==> config.mk <==
export PLATFORM = sky130hd
export DESIGN_NAME = cell_supervisor_sequencer_top
export DESIGN_NICKNAME = d
export VERILOG_FILES = /design/src/sv/csseq_pkg.sv /design/src/sv/csseq_front.sv /design/src/sv/csseq_fifo.sv /design/src/sv/csseq_back.sv /design/src/sv/cell_supervisor_sequencer_top.sv
export VERILOG_INCLUDE_DIRS = /design/src /design/src/sv
export SDC_FILE = /design/constraint.sdc
export NUM_CORES = 1
export LEC_CHECK = 0
export BUFFER_PORTS_ARGS = -buffer_cell sky130_fd_sc_hd__buf_4
export CORE_MARGIN = 5
export CORE_UTILIZATION = 55
export DETAILED_ROUTE_END_ITERATION = 8
export PLACE_DENSITY = 0.73
export SLEW_MARGIN = 15
export SYNTH_ARGS = -nofsm -noshare
export SYNTH_HDL_FRONTEND = slang
export SYNTH_SLANG_ARGS = --single-unit
==> constraint.sdc <==
create_clock -name clk -period 6.1 [get_ports clk]
set_input_delay 0.61 -clock clk [delete_from_list [all_inputs] [get_ports clk]]
set_output_delay 0.61 -clock clk [all_outputs]
set_load 0.02 [all_outputs]
==> src/sv/cell_supervisor_sequencer_top_macros.svh <==
// Assertion macros used by the cell supervisor sequencer back end
`ifndef CELL_SUPERVISOR_SEQUENCER_TOP_MACROS_SVH
`define CELL_SUPERVISOR_SEQUENCER_TOP_MACROS_SVH

`ifndef NO_ASSERTIONS
// same-cycle implication
`define CSS_ASSERT_NOW(name, clk, rst_n, ante, cons) \
    name: assert property (@(posedge clk) disable iff (!rst_n) (ante) |-> (cons)) \
        else $error("csseq check failed");
// next-cycle implication
`define CSS_ASSERT_NEXT(name, clk, rst_n, ante, cons) \
    name: assert property (@(posedge clk) disable iff (!rst_n) (ante) |=> (cons)) \
        else $error("csseq check failed");
`else
`define CSS_ASSERT_NOW(name, clk, rst_n, ante, cons)
`define CSS_ASSERT_NEXT(name, clk, rst_n, ante, cons)
`endif

`endif

==> src/sv/csseq_pkg.sv <==
// Types, codes and helpers of the cell supervisor sequencer
`default_nettype none

package csseq_pkg;

    localparam int COUNT_BITS   = 16;
    localparam int TOTAL_BITS   = 16;
    localparam int CMP_BITS     = (COUNT_BITS > TOTAL_BITS) ? COUNT_BITS : TOTAL_BITS;
    localparam int MISS_BITS    = 8;
    localparam int CMD_BITS     = 4;
    localparam int STATUS_BITS  = 4;
    localparam int DEV_BITS     = 2;
    localparam int RUN_MAX      = 6;
    localparam int LEN_BITS     = $clog2(RUN_MAX + 1);
    localparam int IDX_BITS     = $clog2(RUN_MAX);
    localparam int QDEPTH       = 2;
    localparam int QPTR_BITS    = (QDEPTH > 1) ? $clog2(QDEPTH) : 1;
    localparam int QCNT_BITS    = $clog2(QDEPTH + 1);
    localparam int S_TDATA_BITS = 8;
    localparam int M_TDATA_BITS = 56;
    localparam int CFG_IDX_BITS = 2;
    localparam int CFG_BITS     = 16;

    typedef logic [COUNT_BITS-1:0]  count_t;
    typedef logic [TOTAL_BITS-1:0]  total_t;
    typedef logic [MISS_BITS-1:0]   miss_t;
    typedef logic [CMD_BITS-1:0]    cmd_t;
    typedef logic [STATUS_BITS-1:0] status_t;
    typedef logic [DEV_BITS-1:0]    dev_t;
    typedef logic [LEN_BITS-1:0]    len_t;
    typedef logic [IDX_BITS-1:0]    idx_t;

    typedef enum logic [2:0] {
        PH_IDLE     = 3'd0,
        PH_INSPECT  = 3'd1,
        PH_PICK     = 3'd2,
        PH_PLACE    = 3'd3,
        PH_REJECT   = 3'd4,
        PH_FINISHED = 3'd5,
        PH_FAULTED  = 3'd6
    } phase_t;

    // command codes
    localparam cmd_t CMD_HEARTBEAT     = 4'd0;
    localparam cmd_t CMD_HOME          = 4'd1;
    localparam cmd_t CMD_CONV_START    = 4'd2;
    localparam cmd_t CMD_REQUEST_PART  = 4'd3;
    localparam cmd_t CMD_PICK          = 4'd4;
    localparam cmd_t CMD_REMOVE_REJECT = 4'd5;
    localparam cmd_t CMD_PLACE         = 4'd6;
    localparam cmd_t CMD_CONV_STOP     = 4'd7;
    localparam cmd_t CMD_CONV_SHUTDOWN = 4'd8;
    localparam cmd_t CMD_ROBOT_SHUTDOWN = 4'd9;
    localparam cmd_t CMD_VIS_SHUTDOWN  = 4'd10;
    localparam cmd_t CMD_ROBOT_STOP    = 4'd11;

    // frame sources
    localparam dev_t DEV_VISION   = 2'd0;
    localparam dev_t DEV_ROBOT    = 2'd1;
    localparam dev_t DEV_CONVEYOR = 2'd2;
    localparam dev_t DEV_OTHER    = 2'd3;

    // device status codes
    localparam status_t VIS_HB          = 4'd0;
    localparam status_t VIS_FAULT       = 4'd1;
    localparam status_t VIS_TIMEOUT     = 4'd2;
    localparam status_t VIS_ACCEPT      = 4'd3;
    localparam status_t VIS_REJECT      = 4'd4;
    localparam status_t ROB_HB          = 4'd0;
    localparam status_t ROB_FAIL_FIRST  = 4'd1;
    localparam status_t ROB_FAIL_LAST   = 4'd3;
    localparam status_t ROB_PICK_DONE   = 4'd4;
    localparam status_t ROB_PLACE_DONE  = 4'd5;
    localparam status_t ROB_REJECT_DONE = 4'd6;
    localparam status_t CONV_ALIVE_LAST = 4'd4;
    localparam status_t CONV_FAULT      = 4'd5;

    // configuration register indexes
    localparam logic [CFG_IDX_BITS-1:0] REG_TARGET_CYCLES = 2'd0;
    localparam logic [CFG_IDX_BITS-1:0] REG_HB_TIMEOUT    = 2'd1;

    localparam logic [CFG_BITS-1:0] TARGET_RESET  = CFG_BITS'(1);
    localparam miss_t               TIMEOUT_RESET = miss_t'(3);

    // one run of commands with the state snapshot it reports
    typedef struct packed {
        cmd_t [RUN_MAX-1:0] cmds;
        len_t               len;
        phase_t             phase;
        total_t             accepted;
        total_t             rejected;
        total_t             processed;
    } run_t;

    function automatic count_t sat_count(input count_t v);
        return (v == '1) ? v : count_t'(v + count_t'(1));
    endfunction

    function automatic miss_t sat_miss(input miss_t v);
        return (v == '1) ? v : miss_t'(v + miss_t'(1));
    endfunction

endpackage

`default_nettype wire

==> src/sv/csseq_front.sv <==
// Front end: accepts events, runs the phase machine and builds command runs
`default_nettype none

module csseq_front
    import csseq_pkg::*;
(
    input  wire logic                    clk,
    input  wire logic                    rst_n,
    input  wire logic                    s_tvalid,
    output logic                         s_tready,
    input  wire logic [S_TDATA_BITS-1:0] s_tdata,   // source_device, payload_present, status_code
    input  wire logic                    s_tuser,   // req_type
    input  wire logic                    cfg_valid,
    output logic                         cfg_ready,
    input  wire logic [CFG_IDX_BITS-1:0] cfg_index,
    input  wire logic [CFG_BITS-1:0]     cfg_data,
    output logic                         push_valid,
    input  wire logic                    push_ready,
    output run_t                         push_data
);

    phase_t  phase_reg, phase_next;
    logic    started_reg, started_next;
    logic    fault_latch_reg, fault_latch_next;
    miss_t   conv_miss_reg, conv_miss_next;
    miss_t   robot_miss_reg, robot_miss_next;
    miss_t   vis_miss_reg, vis_miss_next;
    count_t  acc_reg, acc_next;
    count_t  rej_reg, rej_next;
    count_t  proc_reg, proc_next;
    logic [CFG_BITS-1:0] target_reg;
    miss_t   timeout_reg;

    logic    accept;
    logic    is_tick;
    dev_t    source;
    logic    payload;
    status_t status;
    logic    fault_hit;
    logic    cycle_done;
    run_t    run_c;

    assign source    = s_tdata[1:0];
    assign payload   = s_tdata[2];
    assign status    = s_tdata[6:3];
    assign is_tick   = s_tuser;
    assign s_tready  = push_ready;
    assign cfg_ready = 1'b1;
    assign accept    = s_tvalid && s_tready;

    always_comb
    begin
        phase_next       = phase_reg;
        started_next     = started_reg;
        fault_latch_next = fault_latch_reg;
        conv_miss_next   = conv_miss_reg;
        robot_miss_next  = robot_miss_reg;
        vis_miss_next    = vis_miss_reg;
        acc_next         = acc_reg;
        rej_next         = rej_reg;
        proc_next        = proc_reg;
        fault_hit        = 1'b0;
        cycle_done       = 1'b0;
        run_c.cmds       = '0;
        run_c.len        = '0;

        if (is_tick)
        begin
            if (phase_reg != PH_FINISHED && phase_reg != PH_FAULTED)
            begin
                run_c.cmds[0]   = CMD_HEARTBEAT;
                run_c.len       = len_t'(1);
                conv_miss_next  = sat_miss(conv_miss_reg);
                robot_miss_next = sat_miss(robot_miss_reg);
                vis_miss_next   = sat_miss(vis_miss_reg);
                if (conv_miss_next >= timeout_reg || robot_miss_next >= timeout_reg ||
                    vis_miss_next >= timeout_reg)
                begin
                    phase_next       = PH_FAULTED;
                    fault_latch_next = 1'b1;
                    if (!fault_latch_reg)
                    begin
                        run_c.cmds[1] = CMD_CONV_SHUTDOWN;
                        run_c.cmds[2] = CMD_ROBOT_SHUTDOWN;
                        run_c.cmds[3] = CMD_VIS_SHUTDOWN;
                        run_c.cmds[4] = CMD_ROBOT_STOP;
                        run_c.cmds[5] = CMD_CONV_STOP;
                        run_c.len     = len_t'(6);
                    end
                end
                else if (!started_reg)
                begin
                    started_next  = 1'b1;
                    run_c.cmds[1] = CMD_HOME;
                    run_c.cmds[2] = CMD_CONV_START;
                    run_c.cmds[3] = CMD_REQUEST_PART;
                    run_c.len     = len_t'(4);
                    phase_next    = PH_INSPECT;
                end
            end
        end
        else if (payload)
        begin
            unique case (source)
                DEV_VISION:
                begin
                    if (status == VIS_HB)
                        vis_miss_next = '0;
                    else if (status == VIS_FAULT || status == VIS_TIMEOUT)
                        fault_hit = 1'b1;
                    else if (phase_reg == PH_INSPECT && status == VIS_ACCEPT)
                    begin
                        run_c.cmds[0] = CMD_PICK;
                        run_c.len     = len_t'(1);
                        phase_next    = PH_PICK;
                    end
                    else if (phase_reg == PH_INSPECT && status == VIS_REJECT)
                    begin
                        run_c.cmds[0] = CMD_REMOVE_REJECT;
                        run_c.len     = len_t'(1);
                        phase_next    = PH_REJECT;
                    end
                end
                DEV_ROBOT:
                begin
                    if (status == ROB_HB)
                        robot_miss_next = '0;
                    else if (status >= ROB_FAIL_FIRST && status <= ROB_FAIL_LAST)
                        fault_hit = 1'b1;
                    else if (phase_reg == PH_PICK && status == ROB_PICK_DONE)
                    begin
                        run_c.cmds[0] = CMD_PLACE;
                        run_c.len     = len_t'(1);
                        phase_next    = PH_PLACE;
                    end
                    else if (phase_reg == PH_PLACE && status == ROB_PLACE_DONE)
                    begin
                        acc_next   = sat_count(acc_reg);
                        cycle_done = 1'b1;
                    end
                    else if (phase_reg == PH_REJECT && status == ROB_REJECT_DONE)
                    begin
                        rej_next   = sat_count(rej_reg);
                        cycle_done = 1'b1;
                    end
                end
                DEV_CONVEYOR:
                begin
                    if (status <= CONV_ALIVE_LAST)
                        conv_miss_next = '0;
                    else if (status == CONV_FAULT)
                        fault_hit = 1'b1;
                end
                DEV_OTHER:
                begin
                end
                default:
                begin
                end
            endcase
        end

        if (fault_hit)
        begin
            phase_next       = PH_FAULTED;
            fault_latch_next = 1'b1;
            if (!fault_latch_reg)
            begin
                run_c.cmds[0] = CMD_CONV_SHUTDOWN;
                run_c.cmds[1] = CMD_ROBOT_SHUTDOWN;
                run_c.cmds[2] = CMD_VIS_SHUTDOWN;
                run_c.cmds[3] = CMD_ROBOT_STOP;
                run_c.cmds[4] = CMD_CONV_STOP;
                run_c.len     = len_t'(5);
            end
        end

        if (cycle_done)
        begin
            proc_next = sat_count(proc_reg);
            run_c.len = len_t'(1);
            if (CMP_BITS'(proc_next) >= CMP_BITS'(target_reg))
            begin
                run_c.cmds[0] = CMD_CONV_STOP;
                phase_next    = PH_FINISHED;
            end
            else
            begin
                run_c.cmds[0] = CMD_REQUEST_PART;
                phase_next    = PH_INSPECT;
            end
        end

        run_c.phase     = phase_next;
        run_c.accepted  = total_t'(acc_next);
        run_c.rejected  = total_t'(rej_next);
        run_c.processed = total_t'(proc_next);
    end

    assign push_valid = accept && (run_c.len != '0);
    assign push_data  = run_c;

    always_ff @(posedge clk or negedge rst_n)
    begin
        if (!rst_n)
        begin
            phase_reg       <= PH_IDLE;
            started_reg     <= 1'b0;
            fault_latch_reg <= 1'b0;
            conv_miss_reg   <= '0;
            robot_miss_reg  <= '0;
            vis_miss_reg    <= '0;
            acc_reg         <= '0;
            rej_reg         <= '0;
            proc_reg        <= '0;
            target_reg      <= TARGET_RESET;
            timeout_reg     <= TIMEOUT_RESET;
        end
        else
        begin
            if (accept)
            begin
                phase_reg       <= phase_next;
                started_reg     <= started_next;
                fault_latch_reg <= fault_latch_next;
                conv_miss_reg   <= conv_miss_next;
                robot_miss_reg  <= robot_miss_next;
                vis_miss_reg    <= vis_miss_next;
                acc_reg         <= acc_next;
                rej_reg         <= rej_next;
                proc_reg        <= proc_next;
            end
            if (cfg_valid && cfg_ready)
            begin
                if (cfg_index == REG_TARGET_CYCLES)
                    target_reg <= cfg_data;
                else if (cfg_index == REG_HB_TIMEOUT)
                    timeout_reg <= cfg_data[MISS_BITS-1:0];
            end
        end
    end

endmodule

`default_nettype wire

==> src/sv/csseq_fifo.sv <==
// Short queue of command runs between the front and back ends
`default_nettype none

module csseq_fifo
    import csseq_pkg::*;
(
    input  wire logic clk,
    input  wire logic rst_n,
    input  wire logic push_valid,
    output logic      push_ready,
    input  wire run_t push_data,
    output logic      pop_valid,
    input  wire logic pop_ready,
    output run_t      pop_data
);

    run_t                 mem_reg [QDEPTH];
    logic [QPTR_BITS-1:0] wr_ptr_reg;
    logic [QPTR_BITS-1:0] rd_ptr_reg;
    logic [QCNT_BITS-1:0] count_reg;
    logic                 do_push;
    logic                 do_pop;

    assign push_ready = (count_reg != QCNT_BITS'(QDEPTH));
    assign pop_valid  = (count_reg != '0);
    assign pop_data   = mem_reg[rd_ptr_reg];
    assign do_push    = push_valid && push_ready;
    assign do_pop     = pop_valid && pop_ready;

    always_ff @(posedge clk)
    begin
        if (do_push)
            mem_reg[wr_ptr_reg] <= push_data;
    end

    always_ff @(posedge clk or negedge rst_n)
    begin
        if (!rst_n)
        begin
            wr_ptr_reg <= '0;
            rd_ptr_reg <= '0;
            count_reg  <= '0;
        end
        else
        begin
            if (do_push)
                wr_ptr_reg <= (wr_ptr_reg == QPTR_BITS'(QDEPTH - 1)) ? '0
                              : QPTR_BITS'(wr_ptr_reg + QPTR_BITS'(1));
            if (do_pop)
                rd_ptr_reg <= (rd_ptr_reg == QPTR_BITS'(QDEPTH - 1)) ? '0
                              : QPTR_BITS'(rd_ptr_reg + QPTR_BITS'(1));
            if (do_push && !do_pop)
                count_reg <= QCNT_BITS'(count_reg + QCNT_BITS'(1));
            else if (do_pop && !do_push)
                count_reg <= QCNT_BITS'(count_reg - QCNT_BITS'(1));
        end
    end

endmodule

`default_nettype wire

==> src/sv/csseq_back.sv <==
// Back end: drains one command run as a sequence of output beats
`default_nettype none
`include "cell_supervisor_sequencer_top_macros.svh"

module csseq_back
    import csseq_pkg::*;
(
    input  wire logic                     clk,
    input  wire logic                     rst_n,
    input  wire logic                     pop_valid,
    output logic                          pop_ready,
    input  wire run_t                     pop_data,
    output logic                          m_tvalid,
    input  wire logic                     m_tready,
    output logic [M_TDATA_BITS-1:0]       m_tdata,
    output logic                          m_tlast
);

    run_t  run_reg;
    logic  run_valid_reg;
    idx_t  idx_reg;
    logic  beat;
    logic  is_last;

    assign is_last   = (len_t'(idx_reg) + len_t'(1) == run_reg.len);
    assign beat      = run_valid_reg && m_tready;
    // load the next run when empty or while the last beat leaves
    assign pop_ready = !run_valid_reg || (beat && is_last);

    assign m_tvalid = run_valid_reg;
    assign m_tlast  = is_last;
    assign m_tdata  = {1'b0, run_reg.processed, run_reg.rejected, run_reg.accepted,
                       run_reg.phase, run_reg.cmds[idx_reg]};

    always_ff @(posedge clk)
    begin
        if (pop_valid && pop_ready)
            run_reg <= pop_data;
    end

    always_ff @(posedge clk or negedge rst_n)
    begin
        if (!rst_n)
        begin
            run_valid_reg <= 1'b0;
            idx_reg       <= '0;
        end
        else
        begin
            if (pop_valid && pop_ready)
            begin
                run_valid_reg <= 1'b1;
                idx_reg       <= '0;
            end
            else if (beat && is_last)
            begin
                run_valid_reg <= 1'b0;
                idx_reg       <= '0;
            end
            else if (beat)
                idx_reg <= idx_t'(idx_reg + idx_t'(1));
        end
    end

    `CSS_ASSERT_NOW(a_run_in_range, clk, rst_n, run_valid_reg,
                    run_reg.len != '0 && len_t'(idx_reg) < run_reg.len)
    `CSS_ASSERT_NEXT(a_last_rewinds, clk, rst_n, m_tvalid && m_tready && m_tlast,
                     idx_reg == '0)
    `CSS_ASSERT_NEXT(a_beat_advances, clk, rst_n, m_tvalid && m_tready && !m_tlast,
                     run_valid_reg && idx_reg == idx_t'($past(idx_reg) + idx_t'(1)))

endmodule

`default_nettype wire

==> src/sv/cell_supervisor_sequencer_top.sv <==
// Top level of the pick-and-place cell supervisor sequencer
//
//  channel  dir  beat on               contents
//  s_*      in   s_tvalid & s_tready   one event: tick or device status frame
//  m_*      out  m_tvalid & m_tready   one command plus phase and part counters
//  cfg_*    in   cfg_valid & cfg_ready register write (0 target cycles, 1 hb timeout)
//
// An event is taken whenever the run queue has room; its state update is done in
// that cycle, and it yields a run of zero to six commands. Commands leave at one
// beat per cycle from the output stage while m_tready is high. The first beat of
// a run is offered once the run has passed through the queue and been loaded into
// the output stage register. Reset clears all control state at once, no clearing
// pass. A stall on m_* fills the two-entry queue before s_tready drops.
`default_nettype none

module cell_supervisor_sequencer_top
    import csseq_pkg::*;
(
    input  wire logic                    clk,
    input  wire logic                    rst_n,
    input  wire logic                    s_tvalid,
    output logic                         s_tready,
    input  wire logic [S_TDATA_BITS-1:0] s_tdata,  // source_device[1:0], payload_present[2],
                                                   // status_code[6:3], zero pad[7]
    input  wire logic                    s_tuser,  // req_type
    output logic                         m_tvalid,
    input  wire logic                    m_tready,
    output logic [M_TDATA_BITS-1:0]      m_tdata,  // command_code[3:0], phase_now[6:4],
                                                   // accepted_total[22:7],
                                                   // rejected_total[38:23],
                                                   // processed_total[54:39], zero pad[55]
    output logic                         m_tlast,  // last_of_run
    input  wire logic                    cfg_valid,
    output logic                         cfg_ready,
    input  wire logic [CFG_IDX_BITS-1:0] cfg_index,
    input  wire logic [CFG_BITS-1:0]     cfg_data
);

    logic push_valid;
    logic push_ready;
    run_t push_data;
    logic pop_valid;
    logic pop_ready;
    run_t pop_data;

    csseq_front u_front (
        .clk        (clk),
        .rst_n      (rst_n),
        .s_tvalid   (s_tvalid),
        .s_tready   (s_tready),
        .s_tdata    (s_tdata),
        .s_tuser    (s_tuser),
        .cfg_valid  (cfg_valid),
        .cfg_ready  (cfg_ready),
        .cfg_index  (cfg_index),
        .cfg_data   (cfg_data),
        .push_valid (push_valid),
        .push_ready (push_ready),
        .push_data  (push_data)
    );

    csseq_fifo u_fifo (
        .clk        (clk),
        .rst_n      (rst_n),
        .push_valid (push_valid),
        .push_ready (push_ready),
        .push_data  (push_data),
        .pop_valid  (pop_valid),
        .pop_ready  (pop_ready),
        .pop_data   (pop_data)
    );

    csseq_back u_back (
        .clk       (clk),
        .rst_n     (rst_n),
        .pop_valid (pop_valid),
        .pop_ready (pop_ready),
        .pop_data  (pop_data),
        .m_tvalid  (m_tvalid),
        .m_tready  (m_tready),
        .m_tdata   (m_tdata),
        .m_tlast   (m_tlast)
    );

endmodule

`default_nettype wire
# [Yosys cells after proc, flatten, opt, wreduce, memory -nomap -nowiden]
# Memories as Yosys holds them, arrays and structs flattened. A register that Yosys moved wholly into a read port is not among the register bits.
# Index checks and enable logic that the tools add are counted.
# W data, S select, Z words.
[classes] n_addsub=11 multipliers=0 div_mod_pow=0 magnitude_cmp=8 n_eq_ne=24 shifts=0 muxes=109 bitwise=2 n_reduce_logical=46
[op_table] operator="$mux W16" n=19
[op_table] operator="$mux W8" n=17
[op_table] operator="$mux W3" n=22
[op_table] operator="$mux W7" n=9
[op_table] operator="$add A16 B1 Y16 const B" n=3
[op_table] operator="$eq A16 B16 Y1 const B" n=3
[op_table] operator="$mux W23" n=2
[op_table] operator="$mux W27" n=1
[op_table] operator="$mux W1" n=26
[op_table] operator="$add A8 B1 Y8 const B" n=3
[op_table] operator="$eq A8 B8 Y1 const B" n=3
[op_table] operator="$ge A8 B8 Y1" n=3
[op_table] operator="$reduce_bool A2 Y1" n=12
[op_table] operator="$mux W20" n=1
[op_table] operator="$mux W19" n=1
[op_table] operator="$ge A16 B16 Y1" n=1
[op_table] operator="$logic_and A1 B1 Y1" n=15
[op_table] operator="$reduce_and A5 Y1" n=3
[op_table] operator="$pmux W7 S2" n=1
[op_table] operator="$bmux W4 S3" n=1
[op_table] operator="$eq A4 B3 Y1 const B" n=3
[op_table] operator="$mux W12" n=1
[op_table] operator="$mux W6" n=2
[op_table] operator="$mux W10" n=1
[op_table] operator="other kinds (32)" n=47
[totals] ff_bits=109 latchBits=0 ramBits=156 mem_bits_ro=0 input_bits=32 output_inout_bits=60 wordCells=217 n_memories=1
[mem_list] memory="u_fifo.mem_reg" words=2 width=78 rd=1 rd_clocked_by_memory_dff=1 wr=1 line="csseq_fifo.sv:17" text="run_t mem_reg [QDEPTH];"

# [Logic depth before layout (Yosys ltp)]
[depth] word_depth=19 ltp_mapped=13 depth_no_buf=13

# [By module]
# Synthesis repeated with hierarchy kept, for this count alone.
[hier_totals] hier_cells=1272 hier_area_um2=16354.4
[by_module_without_submodules] module="csseq_front" instances=1 cells_each=836 area_per_inst_um2=7282.0
[by_module_without_submodules] module="csseq_fifo" instances=1 cells_each=261 area_per_inst_um2=5858.1
[by_module_without_submodules] module="csseq_back" instances=1 cells_each=175 area_per_inst_um2=3214.3

# [Worst setup path after synthesis]
# OpenSTA, ideal clock, no wires.
[synth_path] kind="input port to flip-flop" startpoint="input s_tdata[4]" endpoint="memory u_fifo.mem_reg[0][0] (netlist bit) (enable)" arrival_time_ns=4.905 setup_slack_ns=0.702 path_stages=7 path_buffers=1 cell_sequence="buf_2 -> or4b_4 -> nor4_2 -> o21ai_0 -> nor3b_2 -> a21oi_2 -> nor2b_1"
[synth_via] elab_chain_cells=17 word_cells_on_any_way=52 classes_between="order compare (3); eq/ne (6); mux (32); reduce/logical (11)"
[synth_rtl] item="start: declaration" line="cell_supervisor_sequencer_top.sv:23" text="input wire logic [S_TDATA_BITS-1:0] s_tdata,"
[synth_rtl] item="$eq A4 B3 Y1" line="csseq_front.sv:117, csseq_front.sv:130"
[synth_rtl] item="$logic_and A1 B1 Y1" line="csseq_front.sv:117" text="else if (phase_reg == PH_INSPECT && status == VIS_REJECT)"
[synth_rtl] item="$mux W6" line="csseq_front.sv:117"
[synth_rtl] item="$mux W7" line="csseq_front.sv:111" text="else if (phase_reg == PH_INSPECT && status == VIS_ACCEPT)"
[synth_rtl] item="$mux W7" line="csseq_front.sv:109" text="else if (status == VIS_FAULT || status == VIS_TIMEOUT)"
[synth_rtl] item="$mux W7" line="csseq_front.sv:107" text="if (status == VIS_HB)"
[synth_rtl] item="$pmux W7 S2" line="csseq_front.sv:104" text="unique case (source)"
[synth_rtl] item="$mux W7" line="csseq_front.sv:102" text="else if (payload)"
[synth_rtl] item="$mux W7" line="csseq_front.sv:67" text="if (is_tick)"
[synth_rtl] item="$mux W23" line="csseq_front.sv:167" text="if (!fault_latch_reg)"
[synth_rtl] item="$mux W23" line="csseq_front.sv:163" text="if (fault_hit)"
[synth_rtl] item="$mux W7 *" line="csseq_front.sv:178" text="if (cycle_done)"
[synth_rtl] item="$reduce_bool A3 Y1 *" line="csseq_front.sv:200" text="assign push_valid = accept && (run_c.len != '0);"
[synth_rtl] item="$logic_and A1 B1 Y1 *" line="csseq_front.sv:200"
[synth_rtl] item="$logic_and A1 B1 Y1 *" line="csseq_fifo.sv:27" text="assign do_push = push_valid && push_ready;"
[synth_rtl] item="$mux W1 *" line="csseq_fifo.sv:32" text="if (do_push)"
[synth_rtl] item="$mux W1 (not written as such) *" line="csseq_fifo.sv:33" text="mem_reg[wr_ptr_reg] <= push_data;"
[synth_rtl] item="end: declaration" line="csseq_fifo.sv:17"
# Every way passes the cells marked *; elsewhere a longest branch is shown, timed or not.

# [Final worst setup path]
[layout_path] startpoint="register u_front.phase_reg[0]" endpoint="memory u_fifo.mem_reg[0][28] (netlist bit) (enable)"
[layout_via] elab_chain_cells=17 word_cells_on_any_way=39 classes_between="eq/ne (6); mux (24); reduce/logical (9)"
[layout_rtl] item="start: declaration" line="csseq_front.sv:22" text="phase_t phase_reg, phase_next;"
[layout_rtl] item="start signal: assignment" line="csseq_front.sv:223" text="phase_reg <= phase_next;"
[layout_rtl] item="$eq A3 B1 Y1" line="csseq_front.sv:111, csseq_front.sv:117"
[layout_rtl] item="$logic_and A1 B1 Y1" line="csseq_front.sv:117"
[layout_rtl] item="$mux W6" line="csseq_front.sv:117"
[layout_rtl] item="$mux W7" line="csseq_front.sv:111"
[layout_rtl] item="$mux W7" line="csseq_front.sv:109"
[layout_rtl] item="$mux W7" line="csseq_front.sv:107"
[layout_rtl] item="$pmux W7 S2" line="csseq_front.sv:104"
[layout_rtl] item="$mux W7" line="csseq_front.sv:102"
[layout_rtl] item="$mux W7" line="csseq_front.sv:67"
[layout_rtl] item="$mux W23" line="csseq_front.sv:167"
[layout_rtl] item="$mux W23" line="csseq_front.sv:163"
[layout_rtl] item="$mux W7 *" line="csseq_front.sv:178"
[layout_rtl] item="$reduce_bool A3 Y1 *" line="csseq_front.sv:200"
[layout_rtl] item="$logic_and A1 B1 Y1 *" line="csseq_front.sv:200"
[layout_rtl] item="$logic_and A1 B1 Y1 *" line="csseq_fifo.sv:27"
[layout_rtl] item="$mux W1 *" line="csseq_fifo.sv:32"
[layout_rtl] item="$mux W1 (not written as such) *" line="csseq_fifo.sv:33"
# Marked as above.

==> results_dict.tcl <==
set metrics [dict create \
    largest_register_ffs 128 \
    timing.fmax_mhz 262 \
    synthCells 1210 \
    antenna_left 0 \
    period_minus_slack_ns 3.81 \
    multi_input_area_sq_um 5520 \
    drc_errors 0 \
    core_area_sq_um 26700 \
    vias 8964 \
    crit_fanout 36 \
    crit_family "simple AND/OR/NAND/NOR gates" \
    path_clk_slew_ns 0.06 \
    hold_viol_final 0 \
    critPathBufInv 1 \
    drive_above_1_share_pct 20.5 \
    grt_start_max_net_pins 67 \
    hold_path_class "in -> async" \
    synth_compound_area_share_pct 7.83 \
    synth_edf_count 192 \
    post-cts-setup-buffer-count 0 \
    p_leak_nw 6.52 \
    relSlewSlack_pct 32.6 \
    path_class "reg -> reg" \
    grt_use_met2_pct 29.5 \
    mostFrequentLayoutCell "edfxtp_1" \
    avgSynthCellArea_sq_um 12.2 \
    dieArea_sq_um 30200 \
    routabilityCongestion 0.919 \
    synth-xor-area-share_pct 6.03 \
    vias_per_cell 5.59 \
    antenna_found_initial 1 \
    synthMuxAreaShare_pct 7.56 \
    nFillCells 2015 \
    fin_worst_skew_ns 0.0140 \
    fin_ws_ns 2.29 \
    port_buffers 88 \
    die_y_um 174 \
    required_ns 6.29 \
    synthAdderAreaFrac_pct 4.07 \
    status "completed" \
    ys_types 76 \
    grt.overflow.total 0 \
    clk_latency_ns 0.56 \
    start_kind "register" \
    rsz0062_at_grt "false" \
    yosys_warnings 0 \
    grt_usage_pct 18.0 \
    num_rows 60 \
    die_x_um 174 \
    grt_use_met3_pct 3.10 \
    drt_wl_total_um 27200 \
    h-tree-depth 1 \
    io_pins 92 \
    clkSinkCount 301 \
    drtIter0Drc 705 \
    synthToLayoutAreaGrowth_pct 10.8 \
    arrival_ns 4.00 \
    ys_ff_latch 301 \
    finalPower_mw 6.14 \
    fin_crit_sh_pct 62.5 \
    max-cap-violations 0 \
    tns_ns 0 \
    ctsResizeCount 0 \
    initial_core_util_pct 55.4 \
    synth_top_family_by_area "simple AND/OR/NAND/NOR gates" \
    setup_viol 0 \
    cts.path.max_buffers 3 \
    p_per_area_nw_per_um2 376 \
    endpoint_kind "register" \
    dr.pass1.iters 7 \
    crit_slowest_cell "nor2b_4" \
    cts_tree "done" \
    ys_seq_area_share_pct 57.6 \
    cpPeakStageDelay_ns 0.76 \
    final_cell_mix "192 x edfxtp_1, 113 x nand2_1, 105 x dfrtp_1" \
    seq_area_sq_um 8500 \
    use_met1_pct 25.5 \
    pre_cts_slack_ns 2.04 \
    syn_area_sq_um 14800 \
    layout.nets 1317 \
    holdBufCountCts 0 \
    tightest_slew_ns 1.01 \
    detail_route.wl_per_cell_um 17.0 \
    ys.flop_type "edfxtp_1" \
    tritoncts.num_buffers 31 \
    async_reset_ff_share_pct 36.2 \
    synth_nets 1290 \
    grt_pass1_vias 9065 \
    slew_viol_final 0 \
    grt_pass1_wl_um 45600 \
    cp_cell_sequence "or4b_4 -> a2111oi_4 -> o21ai_0 -> nor3b_2 -> a21oi_2 -> nor2b_4 -> buf_4" \
    dp_hpwl_um 18300 \
    synth_simple_gate_area_share_pct 11.7 \
    ir_worst_vdd_uv 248 \
    cts_root_buf "clkbuf_16" \
    gr-max-usage-layer "met2" \
]
## synth_stat cells, types with 3 or more instances
cell type | number | share of area [%]
and4_1 | 6 | 0.36
mux2_2 | 86 | 6.6
nor2_1 | 84 | 2.1
nor3_1 | 18 | 0.61
xnor2_1 | 55 | 3.3
dfstp_2 | 3 | 0.53
o21ai_0 | 48 | 1.6
a21oi_1 | 29 | 0.98
buf_4 | 55 | 2.8
buf_6 | 3 | 0.23
xor2_1 | 44 | 2.6
nand3_1 | 42 | 1.4
mux2_1 | 5 | 0.38
a211o_1 | 3 | 0.18
nor2b_1 | 12 | 0.51
o211ai_1 | 3 | 0.15
edfxtp_1 | 192 | 39
dfrtp_1 | 106 | 18
nand3b_1 | 3 | 0.15
and3_1 | 10 | 0.42
nor3_2 | 3 | 0.20
o31ai_1 | 3 | 0.15
a21o_1 | 5 | 0.25
inv_1 | 40 | 1.0
nor4_1 | 5 | 0.21
o21a_1 | 6 | 0.31
and4bb_1 | 3 | 0.25
nand4_1 | 17 | 0.72
nand2_1 | 113 | 2.9
nand2b_1 | 11 | 0.47
mux2i_1 | 9 | 0.61
o21bai_1 | 3 | 0.15
and2_1 | 4 | 0.17
clkbuf_1 | 33 | 0.84
o21ai_1 | 10 | 0.34
buf_2 | 8 | 0.27
a211oi_1 | 9 | 0.46
ha_1 | 48 | 4.1
a22o_1 | 16 | 0.95
a41oi_1 | 5 | 0.30
a31oi_1 | 8 | 0.34
## metrics by stage
step           utilization [%]  cells  cell area [sq um]  hold slack, ns
2_1_floorplan                -   1210              14800           0.314
3_3_place_gp              57.4   1545              15300           0.490
3_5_place_dp              57.4   1545              15300           0.496
4_1_cts                   61.4   1602              16400           0.162
5_1_grt                   61.4   1603              16400           0.205
6_report                  61.4   1603              16400           0.144
## per-layer routing
layer | vias up | routed length, um
li1 | 4366 | -
met3 | 38 | 1220
met5 | - | 0
met1 | 4376 | 12900
met4 | 0 | 457
met2 | 184 | 12700
## layout make-up
| type | count | share of cell area, % |
|---|---|---|
| Tap cell | 341 | 2.61 |
| Antenna cell | 1 | 0.0153 |
| Inverter | 40 | 0.918 |
| Timing Repair Buffer | 95 | 4.36 |
| Multi-Input combinational cell | 768 | 33.7 |
| Clock inverter | 19 | 1.45 |
| Clock buffer | 38 | 4.96 |
| Sequential cell | 301 | 52.0 |
## final timing paths
path                       depth (start not counted)              startpoint                      to  slack, ns
setup / recovery                                   7    u_front.phase_reg[0]   u_fifo.mem_reg[0][28]       2.29
hold / removal                                     1                   rst_n  u_front.target_reg[12]       0.14
setup reg to reg                                   7    u_front.phase_reg[0]   u_fifo.mem_reg[0][28]       2.29
hold reg to reg                                    1  u_front.timeout_reg[6]  u_front.timeout_reg[6]       0.51
max in group asynchronous                          2                   rst_n       u_fifo.rd_ptr_reg       4.74
min in group clk                                   3             cfg_data[8]   u_front.target_reg[8]       0.26
## power breakdown
part	total (mW)	leakage [nW]	internal [mW]	switching, mW
sequential	2.77	3.16	2.60	0.174
clock	1.94	0.507	1.16	0.777
combinational	1.44	2.86	0.605	0.832
## cells by family (layout without fill, tap and decap cells)
group,after synthesis,in the layout
compound gates,169,169
mux,100,100
flops,301,301
simple gates,349,349
xor+xnor,100,100
buf+inv,141,192
fa+ha+maj,48,48
other cells,2,3
(Power assumes the default switching activity.)
